==> config.mk <==
export PLATFORM = sky130hd
export DESIGN_NAME = json_string_unescape_utf8_top
export DESIGN_NICKNAME = d
export VERILOG_FILES = /design/src/hdl/jsu_pkg.sv /design/src/hdl/jsu_decode.sv /design/src/hdl/jsu_out_buf.sv /design/src/hdl/json_string_unescape_utf8_top.sv
export SDC_FILE = /design/constraint.sdc
export NUM_CORES = 1
export LEC_CHECK = 0
export ABC_AREA = 1
export BUFFER_PORTS_ARGS = -buffer_cell sky130_fd_sc_hd__buf_2
export CAP_MARGIN = 10
export CORE_ASPECT_RATIO = 0.8
export CORE_MARGIN = 3
export CORE_UTILIZATION = 25
export DETAILED_ROUTE_END_ITERATION = 8
export PLACE_DENSITY_LB_ADDON = 0.3
export SETUP_SLACK_MARGIN = 0.05
export SYNTH_ARGS = -nofsm -noshare
export SYNTH_HDL_FRONTEND = slang
export SYNTH_SLANG_ARGS = --single-unit
export TNS_END_PERCENT = 10
==> constraint.sdc <==
create_clock -name i_clk -period 2.4 [get_ports i_clk]
set_input_delay 0.48 -clock i_clk [delete_from_list [all_inputs] [get_ports i_clk]]
set_output_delay 0.48 -clock i_clk [all_outputs]
set_load 0.1 [all_outputs]
==> src/hdl/jsu_pkg.sv <==
// package for the json string unescape block
// types, code constants and small decode functions; no dependencies
package jsu_pkg;

    // decoder modes, codes above hex act as wait
    typedef enum logic [2:0] {
        MODE_WAIT = 3'd0,
        MODE_BODY = 3'd1,
        MODE_ESC  = 3'd2,
        MODE_HEX  = 3'd3
    } t_mode;

    localparam logic [1:0] KIND_BYTE  = 2'd0;
    localparam logic [1:0] KIND_DONE  = 2'd1;
    localparam logic [1:0] KIND_ERROR = 2'd2;

    localparam logic [2:0] ERR_NO_QUOTE     = 3'd0;
    localparam logic [2:0] ERR_UNTERMINATED = 3'd1;
    localparam logic [2:0] ERR_CONTROL      = 3'd2;
    localparam logic [2:0] ERR_TRUNC_ESC    = 3'd3;
    localparam logic [2:0] ERR_BAD_ESC      = 3'd4;
    localparam logic [2:0] ERR_TRUNC_HEX    = 3'd5;
    localparam logic [2:0] ERR_BAD_HEX      = 3'd6;
    localparam logic [2:0] ERR_SURROGATE    = 3'd7;

    localparam logic [7:0] CHR_QUOTE     = 8'h22;
    localparam logic [7:0] CHR_BACKSLASH = 8'h5C;
    localparam logic [7:0] CHR_U         = 8'h75;
    localparam logic [7:0] CHR_SPACE     = 8'h20;

    localparam int MaxResults = 3;

    typedef struct packed {
        logic [7:0] text_byte;
        logic       text_end;
    } t_in_word;

    typedef struct packed {
        logic [7:0] out_byte;
        logic [1:0] result_kind;
        logic [2:0] error_code;
        logic       last_of_run;
    } t_out_word;

    // results caused by one input word
    typedef struct packed {
        logic [1:0]                     count;
        t_out_word [MaxResults-1:0]     words;
    } t_res_group;

    function automatic t_out_word mk_word(input logic [7:0] b, input logic [1:0] kind,
                                          input logic [2:0] err);
        t_out_word w;
        w.out_byte    = b;
        w.result_kind = kind;
        w.error_code  = err;
        w.last_of_run = 1'b0;
        return w;
    endfunction

    // {valid, digit value}
    function automatic logic [4:0] hex_value(input logic [7:0] c);
        logic [4:0] r;
        r = 5'd0;
        if (c >= 8'h30 && c <= 8'h39) begin
            r = {1'b1, 4'(c - 8'h30)};
        end else if (c >= 8'h61 && c <= 8'h66) begin
            r = {1'b1, 4'(c - 8'h57)};
        end else if (c >= 8'h41 && c <= 8'h46) begin
            r = {1'b1, 4'(c - 8'h37)};
        end
        return r;
    endfunction

    // {valid, byte} for two-character escapes
    function automatic logic [8:0] escape_byte(input logic [7:0] c);
        logic [8:0] r;
        r = 9'd0;
        case (c)
            8'h22:   r = {1'b1, 8'h22};
            8'h5C:   r = {1'b1, 8'h5C};
            8'h2F:   r = {1'b1, 8'h2F};
            8'h62:   r = {1'b1, 8'h08};
            8'h66:   r = {1'b1, 8'h0C};
            8'h6E:   r = {1'b1, 8'h0A};
            8'h72:   r = {1'b1, 8'h0D};
            8'h74:   r = {1'b1, 8'h09};
            default: r = 9'd0;
        endcase
        return r;
    endfunction

endpackage

==> src/hdl/jsu_decode.sv <==
// decode state and per-word decode logic of the json string unescape block
// depends on jsu_pkg
module jsu_decode (
    input  logic                i_clk,
    input  logic                i_rst_n,
    input  logic                i_advance,
    input  jsu_pkg::t_in_word   i_word,
    output jsu_pkg::t_res_group o_group
);
    import jsu_pkg::*;

    t_mode       r_mode, n_mode;
    logic [15:0] r_acc, n_acc;
    logic [1:0]  r_seen, n_seen;

    logic [7:0]  c;
    logic        te;
    logic [4:0]  hv;
    logic [8:0]  eb;
    logic [15:0] cp;
    t_res_group  grp;

    assign c  = i_word.text_byte;
    assign te = i_word.text_end;
    assign hv = hex_value(c);
    assign eb = escape_byte(c);
    assign cp = {r_acc[11:0], hv[3:0]};

    always_comb begin
        n_mode = r_mode;
        n_acc  = r_acc;
        n_seen = r_seen;
        grp    = '0;
        unique case (r_mode)
            MODE_BODY: begin
                if (te) begin
                    grp.count = 2'd1;
                    grp.words[0] = mk_word(8'd0, KIND_ERROR, ERR_UNTERMINATED);
                    n_mode = MODE_WAIT;
                    n_acc  = '0;
                    n_seen = '0;
                end else if (c == CHR_QUOTE) begin
                    grp.count = 2'd1;
                    grp.words[0] = mk_word(8'd0, KIND_DONE, 3'd0);
                    n_mode = MODE_WAIT;
                end else if (c < CHR_SPACE) begin
                    grp.count = 2'd1;
                    grp.words[0] = mk_word(8'd0, KIND_ERROR, ERR_CONTROL);
                    n_mode = MODE_WAIT;
                    n_acc  = '0;
                    n_seen = '0;
                end else if (c == CHR_BACKSLASH) begin
                    n_mode = MODE_ESC;
                end else begin
                    grp.count = 2'd1;
                    grp.words[0] = mk_word(c, KIND_BYTE, 3'd0);
                end
            end
            MODE_ESC: begin
                if (te || !(c == CHR_U || eb[8])) begin
                    grp.count = 2'd1;
                    grp.words[0] = mk_word(8'd0, KIND_ERROR,
                                           te ? ERR_TRUNC_ESC : ERR_BAD_ESC);
                    n_mode = MODE_WAIT;
                    n_acc  = '0;
                    n_seen = '0;
                end else if (c == CHR_U) begin
                    n_mode = MODE_HEX;
                    n_acc  = '0;
                    n_seen = '0;
                end else begin
                    grp.count = 2'd1;
                    grp.words[0] = mk_word(eb[7:0], KIND_BYTE, 3'd0);
                    n_mode = MODE_BODY;
                end
            end
            MODE_HEX: begin
                if (te || !hv[4]) begin
                    grp.count = 2'd1;
                    grp.words[0] = mk_word(8'd0, KIND_ERROR,
                                           te ? ERR_TRUNC_HEX : ERR_BAD_HEX);
                    n_mode = MODE_WAIT;
                    n_acc  = '0;
                    n_seen = '0;
                end else if (r_seen != 2'd3) begin
                    n_acc  = cp;
                    n_seen = r_seen + 2'd1;
                end else begin
                    n_acc  = '0;
                    n_seen = '0;
                    if (cp[15:11] == 5'b11011) begin
                        // surrogate range d800..dfff
                        grp.count = 2'd1;
                        grp.words[0] = mk_word(8'd0, KIND_ERROR, ERR_SURROGATE);
                        n_mode = MODE_WAIT;
                    end else begin
                        n_mode = MODE_BODY;
                        if (cp[15:7] == '0) begin
                            grp.count = 2'd1;
                            grp.words[0] = mk_word({1'b0, cp[6:0]}, KIND_BYTE, 3'd0);
                        end else if (cp[15:11] == '0) begin
                            grp.count = 2'd2;
                            grp.words[0] = mk_word({3'b110, cp[10:6]}, KIND_BYTE, 3'd0);
                            grp.words[1] = mk_word({2'b10, cp[5:0]}, KIND_BYTE, 3'd0);
                        end else begin
                            grp.count = 2'd3;
                            grp.words[0] = mk_word({4'b1110, cp[15:12]}, KIND_BYTE, 3'd0);
                            grp.words[1] = mk_word({2'b10, cp[11:6]}, KIND_BYTE, 3'd0);
                            grp.words[2] = mk_word({2'b10, cp[5:0]}, KIND_BYTE, 3'd0);
                        end
                    end
                end
            end
            default: begin
                // waiting for the opening quote
                n_acc  = '0;
                n_seen = '0;
                if (!te && c == CHR_QUOTE) begin
                    n_mode = MODE_BODY;
                end else begin
                    grp.count = 2'd1;
                    grp.words[0] = mk_word(8'd0, KIND_ERROR, ERR_NO_QUOTE);
                    n_mode = MODE_WAIT;
                end
            end
        endcase
    end

    // flag the final result of the group
    always_comb begin
        o_group = grp;
        for (int i = 0; i < MaxResults; i++) begin
            o_group.words[i].last_of_run = (grp.count == 2'(i + 1));
        end
    end

    always_ff @(posedge i_clk) begin
        if (!i_rst_n) begin
            r_mode <= MODE_WAIT;
            r_acc  <= '0;
            r_seen <= '0;
        end else if (i_advance) begin
            r_mode <= n_mode;
            r_acc  <= n_acc;
            r_seen <= n_seen;
        end
    end

endmodule

==> src/hdl/jsu_out_buf.sv <==
// result register holding the results of one word, sent one per cycle while not stalled
// depends on jsu_pkg
module jsu_out_buf (
    input  logic                i_clk,
    input  logic                i_rst_n,
    input  logic                i_load,
    input  jsu_pkg::t_res_group i_group,
    output logic                o_free,
    output logic                o_out_valid,
    input  logic                i_out_stall,
    output jsu_pkg::t_out_word  o_out_word
);
    import jsu_pkg::*;

    logic [1:0]                 r_cnt;
    logic [1:0]                 r_idx;
    t_out_word [MaxResults-1:0] r_words;
    logic                       taken;
    logic                       last;

    assign o_out_valid = (r_cnt != 2'd0);
    assign taken       = o_out_valid && !i_out_stall;
    assign last        = (r_idx == r_cnt - 2'd1);
    assign o_free      = !o_out_valid || (taken && last);

    always_comb begin
        case (r_idx)
            2'd0:    o_out_word = r_words[0];
            2'd1:    o_out_word = r_words[1];
            default: o_out_word = r_words[2];
        endcase
    end

    always_ff @(posedge i_clk) begin
        if (!i_rst_n) begin
            r_cnt <= '0;
            r_idx <= '0;
        end else if (i_load) begin
            r_cnt <= i_group.count;
            r_idx <= '0;
        end else if (taken) begin
            if (last) begin
                r_cnt <= '0;
            end else begin
                r_idx <= r_idx + 2'd1;
            end
        end
    end

    always_ff @(posedge i_clk) begin
        if (i_load) begin
            r_words <= i_group.words;
        end
    end

endmodule

==> src/hdl/json_string_unescape_utf8_top.sv <==
// json string unescape block, streaming text bytes to decoded utf-8 bytes
// top level: input register, decoder and result register; depends on jsu_pkg
//
// input channel: one text word per accept (i_in_valid high, o_in_stall low),
//   a byte of text or an end-of-text marker
// output channel: result words (o_out_valid high, i_out_stall low), each a
//   decoded byte, a string-closed mark or an error code; last_of_run marks the
//   final result caused by one input word
// path: an accepted word is held in the input register, decoded from there, and its
//   first result is loaded into the result register once that is free, visible from then on
// throughput: one word per cycle while the receiver does not stall and each word gives at
//   most one result; a \u escape that expands to two or three utf-8 bytes holds the
//   result register until all its bytes are sent, since it drains one word a cycle
// stall: while the receiver stalls the current result holds and the input stalls
//   once its register is full; every held word, even one with no result, waits
//   until the result register is empty or hands over its final word that cycle
// reset: synchronous, active low; clears both registers' valid state and returns
//   the decoder to waiting for an opening quote
module json_string_unescape_utf8_top (
    input  logic               i_clk,
    input  logic               i_rst_n,
    input  logic               i_in_valid,
    output logic               o_in_stall,
    input  jsu_pkg::t_in_word  i_in_word,
    output logic               o_out_valid,
    input  logic               i_out_stall,
    output jsu_pkg::t_out_word o_out_word
);
    import jsu_pkg::*;

    // input register
    logic       r_in_valid;
    t_in_word   r_in_word;

    logic       buf_free;
    logic       advance;
    t_res_group dec_group;

    // the held word moves on when the result register can take its results
    assign advance    = r_in_valid && buf_free;
    assign o_in_stall = r_in_valid && !buf_free;

    always_ff @(posedge i_clk) begin
        if (!i_rst_n) begin
            r_in_valid <= 1'b0;
        end else if (!o_in_stall) begin
            r_in_valid <= i_in_valid;
        end
    end

    always_ff @(posedge i_clk) begin
        if (!o_in_stall) begin
            r_in_word <= i_in_word;
        end
    end

    jsu_decode u_decode (
        .i_clk     (i_clk),
        .i_rst_n   (i_rst_n),
        .i_advance (advance),
        .i_word    (r_in_word),
        .o_group   (dec_group)
    );

    // words with no result (opening quote, backslash, early hex digits) skip the load
    jsu_out_buf u_out_buf (
        .i_clk       (i_clk),
        .i_rst_n     (i_rst_n),
        .i_load      (advance && (dec_group.count != 2'd0)),
        .i_group     (dec_group),
        .o_free      (buf_free),
        .o_out_valid (o_out_valid),
        .i_out_stall (i_out_stall),
        .o_out_word  (o_out_word)
    );

`ifndef SYNTHESIS
    // done and error results always end their run
    a_single_end: assert property (@(posedge i_clk) disable iff (!i_rst_n)
        o_out_valid && (o_out_word.result_kind != KIND_BYTE) |-> o_out_word.last_of_run)
        else $error("done or error result not flagged last");

    // no undefined result kind leaves the block
    a_kind_range: assert property (@(posedge i_clk) disable iff (!i_rst_n)
        o_out_valid |-> (o_out_word.result_kind != 2'd3))
        else $error("undefined result kind");

    // error results carry no byte
    a_err_zero: assert property (@(posedge i_clk) disable iff (!i_rst_n)
        o_out_valid && (o_out_word.result_kind == KIND_ERROR) |->
        (o_out_word.out_byte == 8'd0))
        else $error("error result with nonzero byte");

    // input only backs up behind a pending result
    a_stall_cause: assert property (@(posedge i_clk) disable iff (!i_rst_n)
        o_in_stall |-> o_out_valid)
        else $error("input stalled with empty result register");
`endif

endmodule
==> flow_summary.ini, run 1 <==
[die]
fp.dieH_um = 111
die_w_um = 137
rows = 37
start_util = 0.262
fp.dieArea_um2 = 15300
core_region_area_um2 = 13200
ioPinCount = 29

[clock_tree]
clk_latency_ps = 340
clock-root-buffer = clkbuf_16
clock_path_buffers = 2
htree_levels = 3
cts_sinks = 60
ctsHoldBuffers = 0
numCtsBuffers = 9
clkSlewWorstSetupHoldPaths_ps = 50
cts_tree = built

[sta]
finClkSkew_ps = 3.24
slew_violations = 0
hold_viol = 0
setup_viol = 0
min_period_ps = 2250
slew_headroom = 0.675
period_share = 0.937
worstMarginPinSlew_ps = 484
max_freq_mhz = 445
rsz0062_at_grt = true

[global_routing]
use_met2 = 0.183
grt_max_degree = 33
antenna_found_initial = 0
use_met3 = 0.0404
busiest_layer = met1
use_met1 = 0.190
grt_usage = 0.130
overflow = 0
first_global_vias = 2828
grt_pass1_wl_mm = 15.2

[setup_path]
critPathBufInv = 2
cp-start-kind = flop
slowest_delay_ps = 350
r2r_slack_ps = 210
crit_type = reg2out
slowest_stage = dfxtp_1
critical_path.top_delay_family = flip-flops
cp.arrival_ps = 1770
crit_fanout = 3
worst_setup_path_end_kind = output port
worst-r2r-cell-count = 12
worstPathCellList = inv_1 -> ha_1 -> xor2_1 -> nand3_2 -> nand2_2 -> nor2_4 -> buf_12
r2r-end = u_out_buf.r_words[12]
r2r_start = r_in_word[1]
required_ps = 1920

[drt]
routed_wl_mm = 9.61
num_vias = 3080
antenna_left = 0
via_per_inst = 4.56
drt_first_pass_iters = 6
drtIter0Drc = 218
post_drt_wl_per_cell_um = 14.2
drc = 0

[yosys]
synthesis.instances = 448
ys_ff_latch = 60
ys_warn_count = 0
synth_top_cell_by_area = edfxtp_1
synth.area.top_cells = edfxtp_1 (34%), nand2_1 (13%), dfxtp_1 (12%), nor2_1 (8.3%), inv_1 (6.3%)
syn-cell-area_um2 = 3450
synth_cell_type_count = 36
yosys.area.top_type_share = 0.339
syn_avg_cell_area_um2 = 7.71
syn_nets = 469
yosysSeqAreaShare = 0.461

[min_path]
hp-start = i_in_word[4]
hold_path_class = in2reg
hold_path_end = r_in_word[4]
min_path_cells = 1

[finish]
post_route_cells_drive_above_1_share = 0.198
diodes = 0
nFillCells = 1392
fin_cells = 676
finish.utilization = 0.338
final_nets = 517
syn2layout_area_growth_pct = 28.9

[outcome]
status = finished clean

[pwr]
total_power_mw = 3.30
vdd_drop_max_v = 0.000320
p_leak_nw = 1.96
power.density_nw_per_um2 = 742

[placement]
gp_congestion = 0.920
portBuffers = 28
post-place-cells = 657
dpl.hpwl_mm = 7.23

[flow_run]
cap_violations = 0
## metrics by stage
stage	TNS (ps)	hold slack, ps	cell area, um2	setup WS [ps]
after global routing	0	312	4450	17.9
after floorplan	-1950	462	3460	-65.1
final	0	316	4450	151
after CTS	0	306	4380	58.3
after global placement	0	494	4030	132
after detailed placement	0	486	4030	77.6
## layout make-up
type / instances / area [um2] / area share
inverter: 66 / 254 / 0.0570
sequential: 60 / 1590 / 0.358
timing repair buffer: 43 / 422 / 0.0947
clock buffer: 10 / 229 / 0.0514
multi-input combinational: 316 / 1630 / 0.365
tap: 175 / 219 / 0.0492
clock inverter: 6 / 111 / 0.0250
## report_power, final
group / leakage, nW / switching [mW] / total [mW] / internal, mW
clock: 0.163 / 0.472 / 1.49 / 1.01
sequential: 0.556 / 0.0432 / 1.20 / 1.16
combinational: 1.24 / 0.432 / 0.615 / 0.183
## worst max-delay path by stage
stage,start,end,depth (start not counted)
final,u_out_buf.r_cnt[0],o_in_stall,7
after global routing,r_in_word[1],u_decode.r_acc[5],13
after CTS,u_out_buf.r_cnt[0],o_in_stall,7
after detailed placement,r_in_word[2],u_out_buf.r_words[4],15
after global placement,r_in_word[2],u_out_buf.r_words[3],15
after floorplan,u_out_buf.r_cnt[0],u_out_buf.r_words[0],8
## state kept, by name (all words and copies together), names as in the netlist
| name | cells |
|---|---|
| u_decode.r_seen | 2 |
| u_out_buf.r_cnt | 2 |
| r_in_valid | 1 |
| u_decode.r_acc | 12 |
| u_decode.r_mode | 2 |
| u_out_buf.r_idx | 2 |
| r_in_word | 9 |
| u_out_buf.r_words | 30 |
## synth_stat cells
| library cell | number |
|---|---|
| a211oi_2 | 1 |
| a21oi_1 | 14 |
| a22oi_1 | 8 |
| a31oi_1 | 1 |
| buf_1 | 1 |
| buf_2 | 1 |
| buf_6 | 1 |
| clkbuf_1 | 3 |
| clkinv_1 | 1 |
| dfxtp_1 | 21 |
| edfxtp_1 | 39 |
| ha_1 | 8 |
| inv_1 | 58 |
| inv_2 | 6 |
| inv_4 | 1 |
| nand2_1 | 115 |
| nand2_2 | 4 |
| nand2_4 | 4 |
| nand3_1 | 31 |
| nand3_4 | 2 |
| nand3b_1 | 1 |
| nand4_1 | 8 |
| nand4_2 | 1 |
| nor2_1 | 76 |
| nor2_2 | 6 |
| nor2_4 | 1 |
| nor3_1 | 1 |
| nor3_2 | 2 |
| nor4_1 | 1 |
| o211ai_1 | 10 |
| o21a_1 | 2 |
| o21ai_0 | 12 |
| o31ai_1 | 2 |
| or2_1 | 1 |
| or2_2 | 1 |
| xor2_1 | 3 |
## cells by family (layout without fill, tap and decap cells)
family	after synthesis	count (layout)	share of synthesized area
simple gates	255	255	0.330
buf+inv	72	125	0.0815
flops	60	60	0.461
xor+xnor	3	3	0.00761
fa+ha+maj	8	8	0.0290
compound gates	50	50	0.0909
## what timing repair did
item                                    4_1_cts  5_1_grt
resized for setup                             0       12
setup buffers                                 1        0
gates cloned                                  0        2
endpoints found under the setup margin        1       54
pin swaps                                     1        1
## placed cells by master, fill, tap and decap left out, types with 3 or more instances in the layout
| cell | n |
|---|---|
| o21ai_0 | 12 |
| ha_1 | 7 |
| nand3_1 | 29 |
| nand2_2 | 6 |
| clkbuf_16 | 10 |
| nand2_1 | 112 |
| buf_12 | 10 |
| dfxtp_1 | 20 |
| nand4_1 | 8 |
| nor2_1 | 74 |
| nand2_4 | 5 |
| xor2_1 | 3 |
| a22oi_1 | 8 |
| nor2_2 | 7 |
| a21oi_1 | 14 |
| inv_2 | 8 |
| buf_2 | 19 |
| bufinv_16 | 3 |
| o211ai_1 | 10 |
| buf_4 | 12 |
| inv_1 | 55 |
| edfxtp_1 | 39 |
## layer usage
| metal | vias to the layer above | routed length [um] |
|---|---|---|
| li1 | 1559 | - |
| met1 | 1411 | 4740 |
| met2 | 97 | 4080 |
| met3 | 13 | 671 |
| met4 | 0 | 105 |
| met5 | - | 0 |
Power figures use the tool's default switching activity.
==> inputs of run 2 (changes only) <==
Settings changed: CORE_UTILIZATION 25 to 50.
==> run 2 against run 1 <==
Net effect: clock power is 32% lower; total power is 15% lower; critical path type is now reg2reg; first-iteration DRC count is 13% higher.
==> flow_summary.ini, run 2 (same netlist as run 1, synthesis figures left out) <==
[drt]
routed_wl_mm = 8.59
drtIter0Drc = 247
via_per_inst = 5.50
drc = 0
num_vias = 3203
antenna_left = 0
post_drt_wl_per_cell_um = 14.8
drt_first_pass_iters = 5

[global_routing]
grt_usage = 0.225
use_met3 = 0.0686
grt_max_degree = 33
use_met1 = 0.297
grt_pass1_wl_mm = 13.9
overflow = 0
use_met2 = 0.362
busiest_layer = met2
first_global_vias = 2860
antenna_found_initial = 0

[pwr]
p_int_mw = 1.92
vdd_drop_max_v = 0.000476
pwr-share-comb = 0.212
p_sw_frac = 0.318
total_power_mw = 2.82
p_sw_mw = 0.894
p_clk_frac = 0.362
p_seq_frac = 0.426
p_leak_nw = 1.89
power.density_nw_per_um2 = 673

[setup_path]
cp.arrival_ps = 2390
crit_type = reg2reg
slowest_stage = edfxtp_1
required_ps = 2470
crit_fanout = 16
cp-start-kind = flop
critical_path.top_delay_family = simple AND/OR/NAND/NOR gates
worstPathCellList = inv_2 -> ha_2 -> inv_1 -> nand2_1 -> nand2_1 -> nand2_2 -> nand2_4 -> nand2_4 -> nand2_4 -> inv_4 -> nand2_2 -> nor2_1 -> inv_2 -> nand2_2 -> clkbuf_16
critPathBufInv = 5
worst_setup_path_end_kind = flop
slowest_delay_ps = 440
r2r_slack_ps = 80

[sta]
period_share = 0.965
finClkSkew_ps = 12.7
slew_headroom = 0.679
hold_viol = 0
slew_violations = 0
min_period_ps = 2320
setup_viol = 0
hold_ws_ps = 296
max_freq_mhz = 432
worstMarginPinSlew_ps = 485
rsz0062_at_grt = true

[die]
fp.dieArea_um2 = 7950
fp.dieH_um = 80.3
ioPinCount = 29
core_region_area_um2 = 6540
die_w_um = 98.9
start_util = 0.528
rows = 26

[placement]
portBuffers = 28
gp_congestion = 1.12
dpl.hpwl_mm = 6.41
post-place-cells = 563

[outcome]
status = finished clean

[clock_tree]
clock_path_buffers = 2
ctsHoldBuffers = 0
clk_latency_ps = 360
htree_levels = 3
numCtsBuffers = 9
clkSlewWorstSetupHoldPaths_ps = 80
cts_sinks = 60
cts_tree = built
clock-root-buffer = clkbuf_8

[finish]
top_register = u_out_buf.r_words
fin_cells = 582
post_route_cells_drive_above_1_share = 0.193
largest_reg_flops = 30
syn2layout_area_growth_pct = 21.3
seq_area_um2 = 1590
diodes = 0
reg.largest.list = u_out_buf.r_words: 30 flops, u_decode.r_acc: 12 flops, r_in_word: 9 flops
nFillCells = 546
final_cell_mix = nand2_1 (113), nor2_1 (75), inv_1 (55)
final_nets = 514
multi_input_area_um2 = 1620
finish.utilization = 0.640
final_common_cell = nand2_1

[flow_run]
cap_violations = 0

[min_path]
hold_path_class = in2reg
## run 2: changes by cell type in the layout (fill, tap and decap cells not counted), moves of 2 or more
cell | previous run | this run
buf_4 | 12 | 10
clkbuf_16 | 10 | 1
clkbuf_8 | 0 | 9
clkinv_4 | 0 | 2
## run 2: path summary, 6_finish.rpt
| kind | from | end | cells past startpoint |
|---|---|---|---|
| worst min register to register | u_out_buf.r_cnt[1] | u_out_buf.r_cnt[1] | 2 |
| worst max register to register | r_in_word[2] | u_out_buf.r_words[13] | 15 |
| worst min-delay path | i_in_word[1] | r_in_word[1] | 1 |
| worst max-delay path | r_in_word[2] | u_out_buf.r_words[13] | 15 |
## run 2: cell type report
class / instances / area share
inverters: 66 / 0.0607
clock buffers: 9 / 0.0296
well taps: 84 / 0.0251
multi-input cells: 316 / 0.386
repair buffers: 40 / 0.0944
clock inverters: 7 / 0.0236
flip-flops and latches: 60 / 0.380
## run 2: power by group through the flow
stage | Clock (mW) | Combinational, mW | Sequential, mW
global placement | 0 | 0.565 | 1.22
CTS | 1.03 | 0.578 | 1.20
floorplan | 0 | 0.416 | 1.21
detailed placement | 0 | 0.576 | 1.22
global route | 1.09 | 0.646 | 1.20
finish | 1.02 | 0.596 | 1.20
## run 2: metal layers
layer / up-vias / wire length (um)
li1: 1549 / -
met1: 1478 / 3950
met2: 158 / 3760
met3: 18 / 733
met4: 0 / 139
met5: - / 0
## run 2: timing repair
item | 4_1_cts | 5_1_grt
gates cloned | 0 | 1
pin swaps | 0 | 1
setup endpoints to repair | 9 | 44
setup buffers | 0 | 2
resized for setup | 1 | 9
endpoints found under the hold margin | 0 | 0
## run 2: metrics by stage
step	TNS [ps]	cell area, um2	setup slack [ps]
after detailed placement	0	3890	114
final	0	4190	84.4
after global routing	0	4190	24.0
after floorplan	-1950	3460	-65.1
after CTS	0	4120	41.1
after global placement	0	3890	218
==> inputs of run 3 (changes only) <==
Settings changed: REMOVE_ABC_BUFFERS set to 1.
==> run 3 against run 2 <==
Net effect: first-iteration DRC count is 51% higher; largest cell class unchanged; highest routed layer unchanged; combinational power is 2% higher; cell count is 0.34% higher; register-to-register slack better by 96 ps; sequential share of layout area is 0.26 points lower; wire length is 3.4% higher; largest power group unchanged; utilization is 0.44 points higher; maximum frequency is 3.9% higher.
==> flow_summary.ini, run 3 (same netlist as run 1, synthesis figures left out) <==
[outcome]
status = finished clean

[min_path]
hold_path_class = in2reg

[setup_path]
r2r_slack_ps = 180
critPathBufInv = 2
crit_type = reg2out
slowest_stage = dfxtp_1
cp-start-kind = flop
critical_path.top_delay_family = flip-flops
worst-r2r-cell-count = 12
crit_fanout = 3
crit_path_end = o_in_stall
worst_setup_path_end_kind = output port
cp.depth = 7
worstPathCellList = inv_1 -> ha_1 -> xor2_1 -> nand3_2 -> nand2_2 -> nor2_4 -> buf_12
cp.arrival_ps = 1750
startpoint = u_out_buf.r_cnt[0]
slowest_delay_ps = 340
r2r-end = u_decode.r_acc[10]
required_ps = 1920
r2r_start = r_in_word[8]

[drt]
antenna_left = 0
post_drt_wl_per_cell_um = 15.2
drc = 0
drt_first_pass_iters = 5
num_vias = 3138
routed_wl_mm = 8.88
via_per_inst = 5.37
drtIter0Drc = 374

[finish]
final_common_cell = nand2_1
post_route_cells_drive_above_1_share = 0.200
finish.utilization = 0.645
final_nets = 516
top_register = u_out_buf.r_words
largest_reg_flops = 30
syn2layout_area_growth_pct = 22.1
diodes = 0
reg.largest.list = u_out_buf.r_words: 30 flops, u_decode.r_acc: 12 flops, r_in_word: 9 flops
nFillCells = 544
final_cell_mix = nand2_1 (112), nor2_1 (73), inv_1 (56)

[clock_tree]
ctsHoldBuffers = 0
clkSlewWorstSetupHoldPaths_ps = 70
cts_tree = built
clock_path_buffers = 2
clock-root-buffer = clkbuf_8
clk_latency_ps = 360
numCtsBuffers = 9
htree_levels = 3
cts_sinks = 60

[global_routing]
grt_usage = 0.234
overflow = 0
first_global_vias = 2897
antenna_found_initial = 0
grt_pass1_wl_mm = 14.3
grt_max_degree = 33

[sta]
hold_ws_ps = 298
period_share = 0.929
worstMarginPinSlew_ps = 487
hold_viol = 0
rsz0062_at_grt = true
finClkSkew_ps = 10.1
max_freq_mhz = 449
tns_ps = 0
slew_violations = 0
slew_headroom = 0.678
setup_viol = 0
min_period_ps = 2230

[placement]
dpl.hpwl_mm = 6.52
portBuffers = 28
gp_congestion = 1.05

[pwr]
p_leak_nw = 1.91
p_seq_frac = 0.423
vdd_drop_max_v = 0.000451
total_power_mw = 2.84
p_clk_frac = 0.363
power.density_nw_per_um2 = 674
p_int_mw = 1.93
p_sw_mw = 0.911
pwr-share-comb = 0.214
p_sw_frac = 0.321

[die]
ioPinCount = 29
die_w_um = 98.9
rows = 26
start_util = 0.528
fp.dieArea_um2 = 7950
core_region_area_um2 = 6540
fp.dieH_um = 80.3

[flow_run]
cap_violations = 0
## run 3: changes by cell type in the layout (fill, tap and decap cells not counted), sizes merged
cell and delta:
buf +2, clkinvlp -2, clkinv +1, inv +1
## run 3: what timing repair did
| action | in CTS | in global routing |
|---|---|---|
| setup buffers | 0 | 3 |
| endpoints found under the setup margin | 6 | 59 |
| gates cloned | 0 | 2 |
| hold endpoints to repair | 0 | 0 |
| pin swaps | 0 | 2 |
| resized for setup | 2 | 14 |
## run 3: power by group through the flow
| stage | combinational [mW] | sequential [mW] | clock [mW] |
|---|---|---|---|
| after floorplan | 0.404 | 1.21 | 0 |
| after global placement | 0.571 | 1.22 | 0 |
| after detailed placement | 0.576 | 1.22 | 0 |
| after CTS | 0.579 | 1.20 | 1.05 |
| after global routing | 0.655 | 1.21 | 1.11 |
| final | 0.608 | 1.20 | 1.03 |
## run 3: area by class of cell
class / instances / area, um2 / share of cell area
tap: 84 / 105 / 0.0249
multi-input combinational: 316 / 1630 / 0.387
sequential: 60 / 1590 / 0.378
clock inverter: 7 / 100 / 0.0237
timing repair buffer: 42 / 414 / 0.0982
clock buffer: 9 / 124 / 0.0294
inverter: 66 / 250 / 0.0593
## run 3: worst min path at each step
stage                     cells after the start                from                  to  slack, ps
after global routing                          1        i_in_word[2]        r_in_word[2]        280
after CTS                                     1        i_in_word[8]        r_in_word[8]        280
after global placement                        2  u_decode.r_seen[0]  u_decode.r_seen[0]        480
after detailed placement                      2  u_out_buf.r_cnt[1]  u_out_buf.r_cnt[1]        500
final                                         1        i_in_word[8]        r_in_word[8]        300
after floorplan                               2  u_decode.r_seen[0]  u_decode.r_seen[0]        460
## run 3: per-stage QoR
step           instance area (um2)  setup WS (ps)  std cells
2_1_floorplan                 3420          -1150        442
3_3_place_gp                  3880            180        563
3_5_place_dp                  3880            126        563
4_1_cts                       4110           29.0        579
5_1_grt                       4220           9.26        584
6_report                      4220            171        584
## run 3: metal layers
layer,vias to the layer above,track usage,part of all wire
li1,1558,-,-
met1,1431,0.328,0.45
met2,130,0.342,0.44
met3,19,0.0799,0.091
met4,0,0.0709,0.017
met5,-,0,0
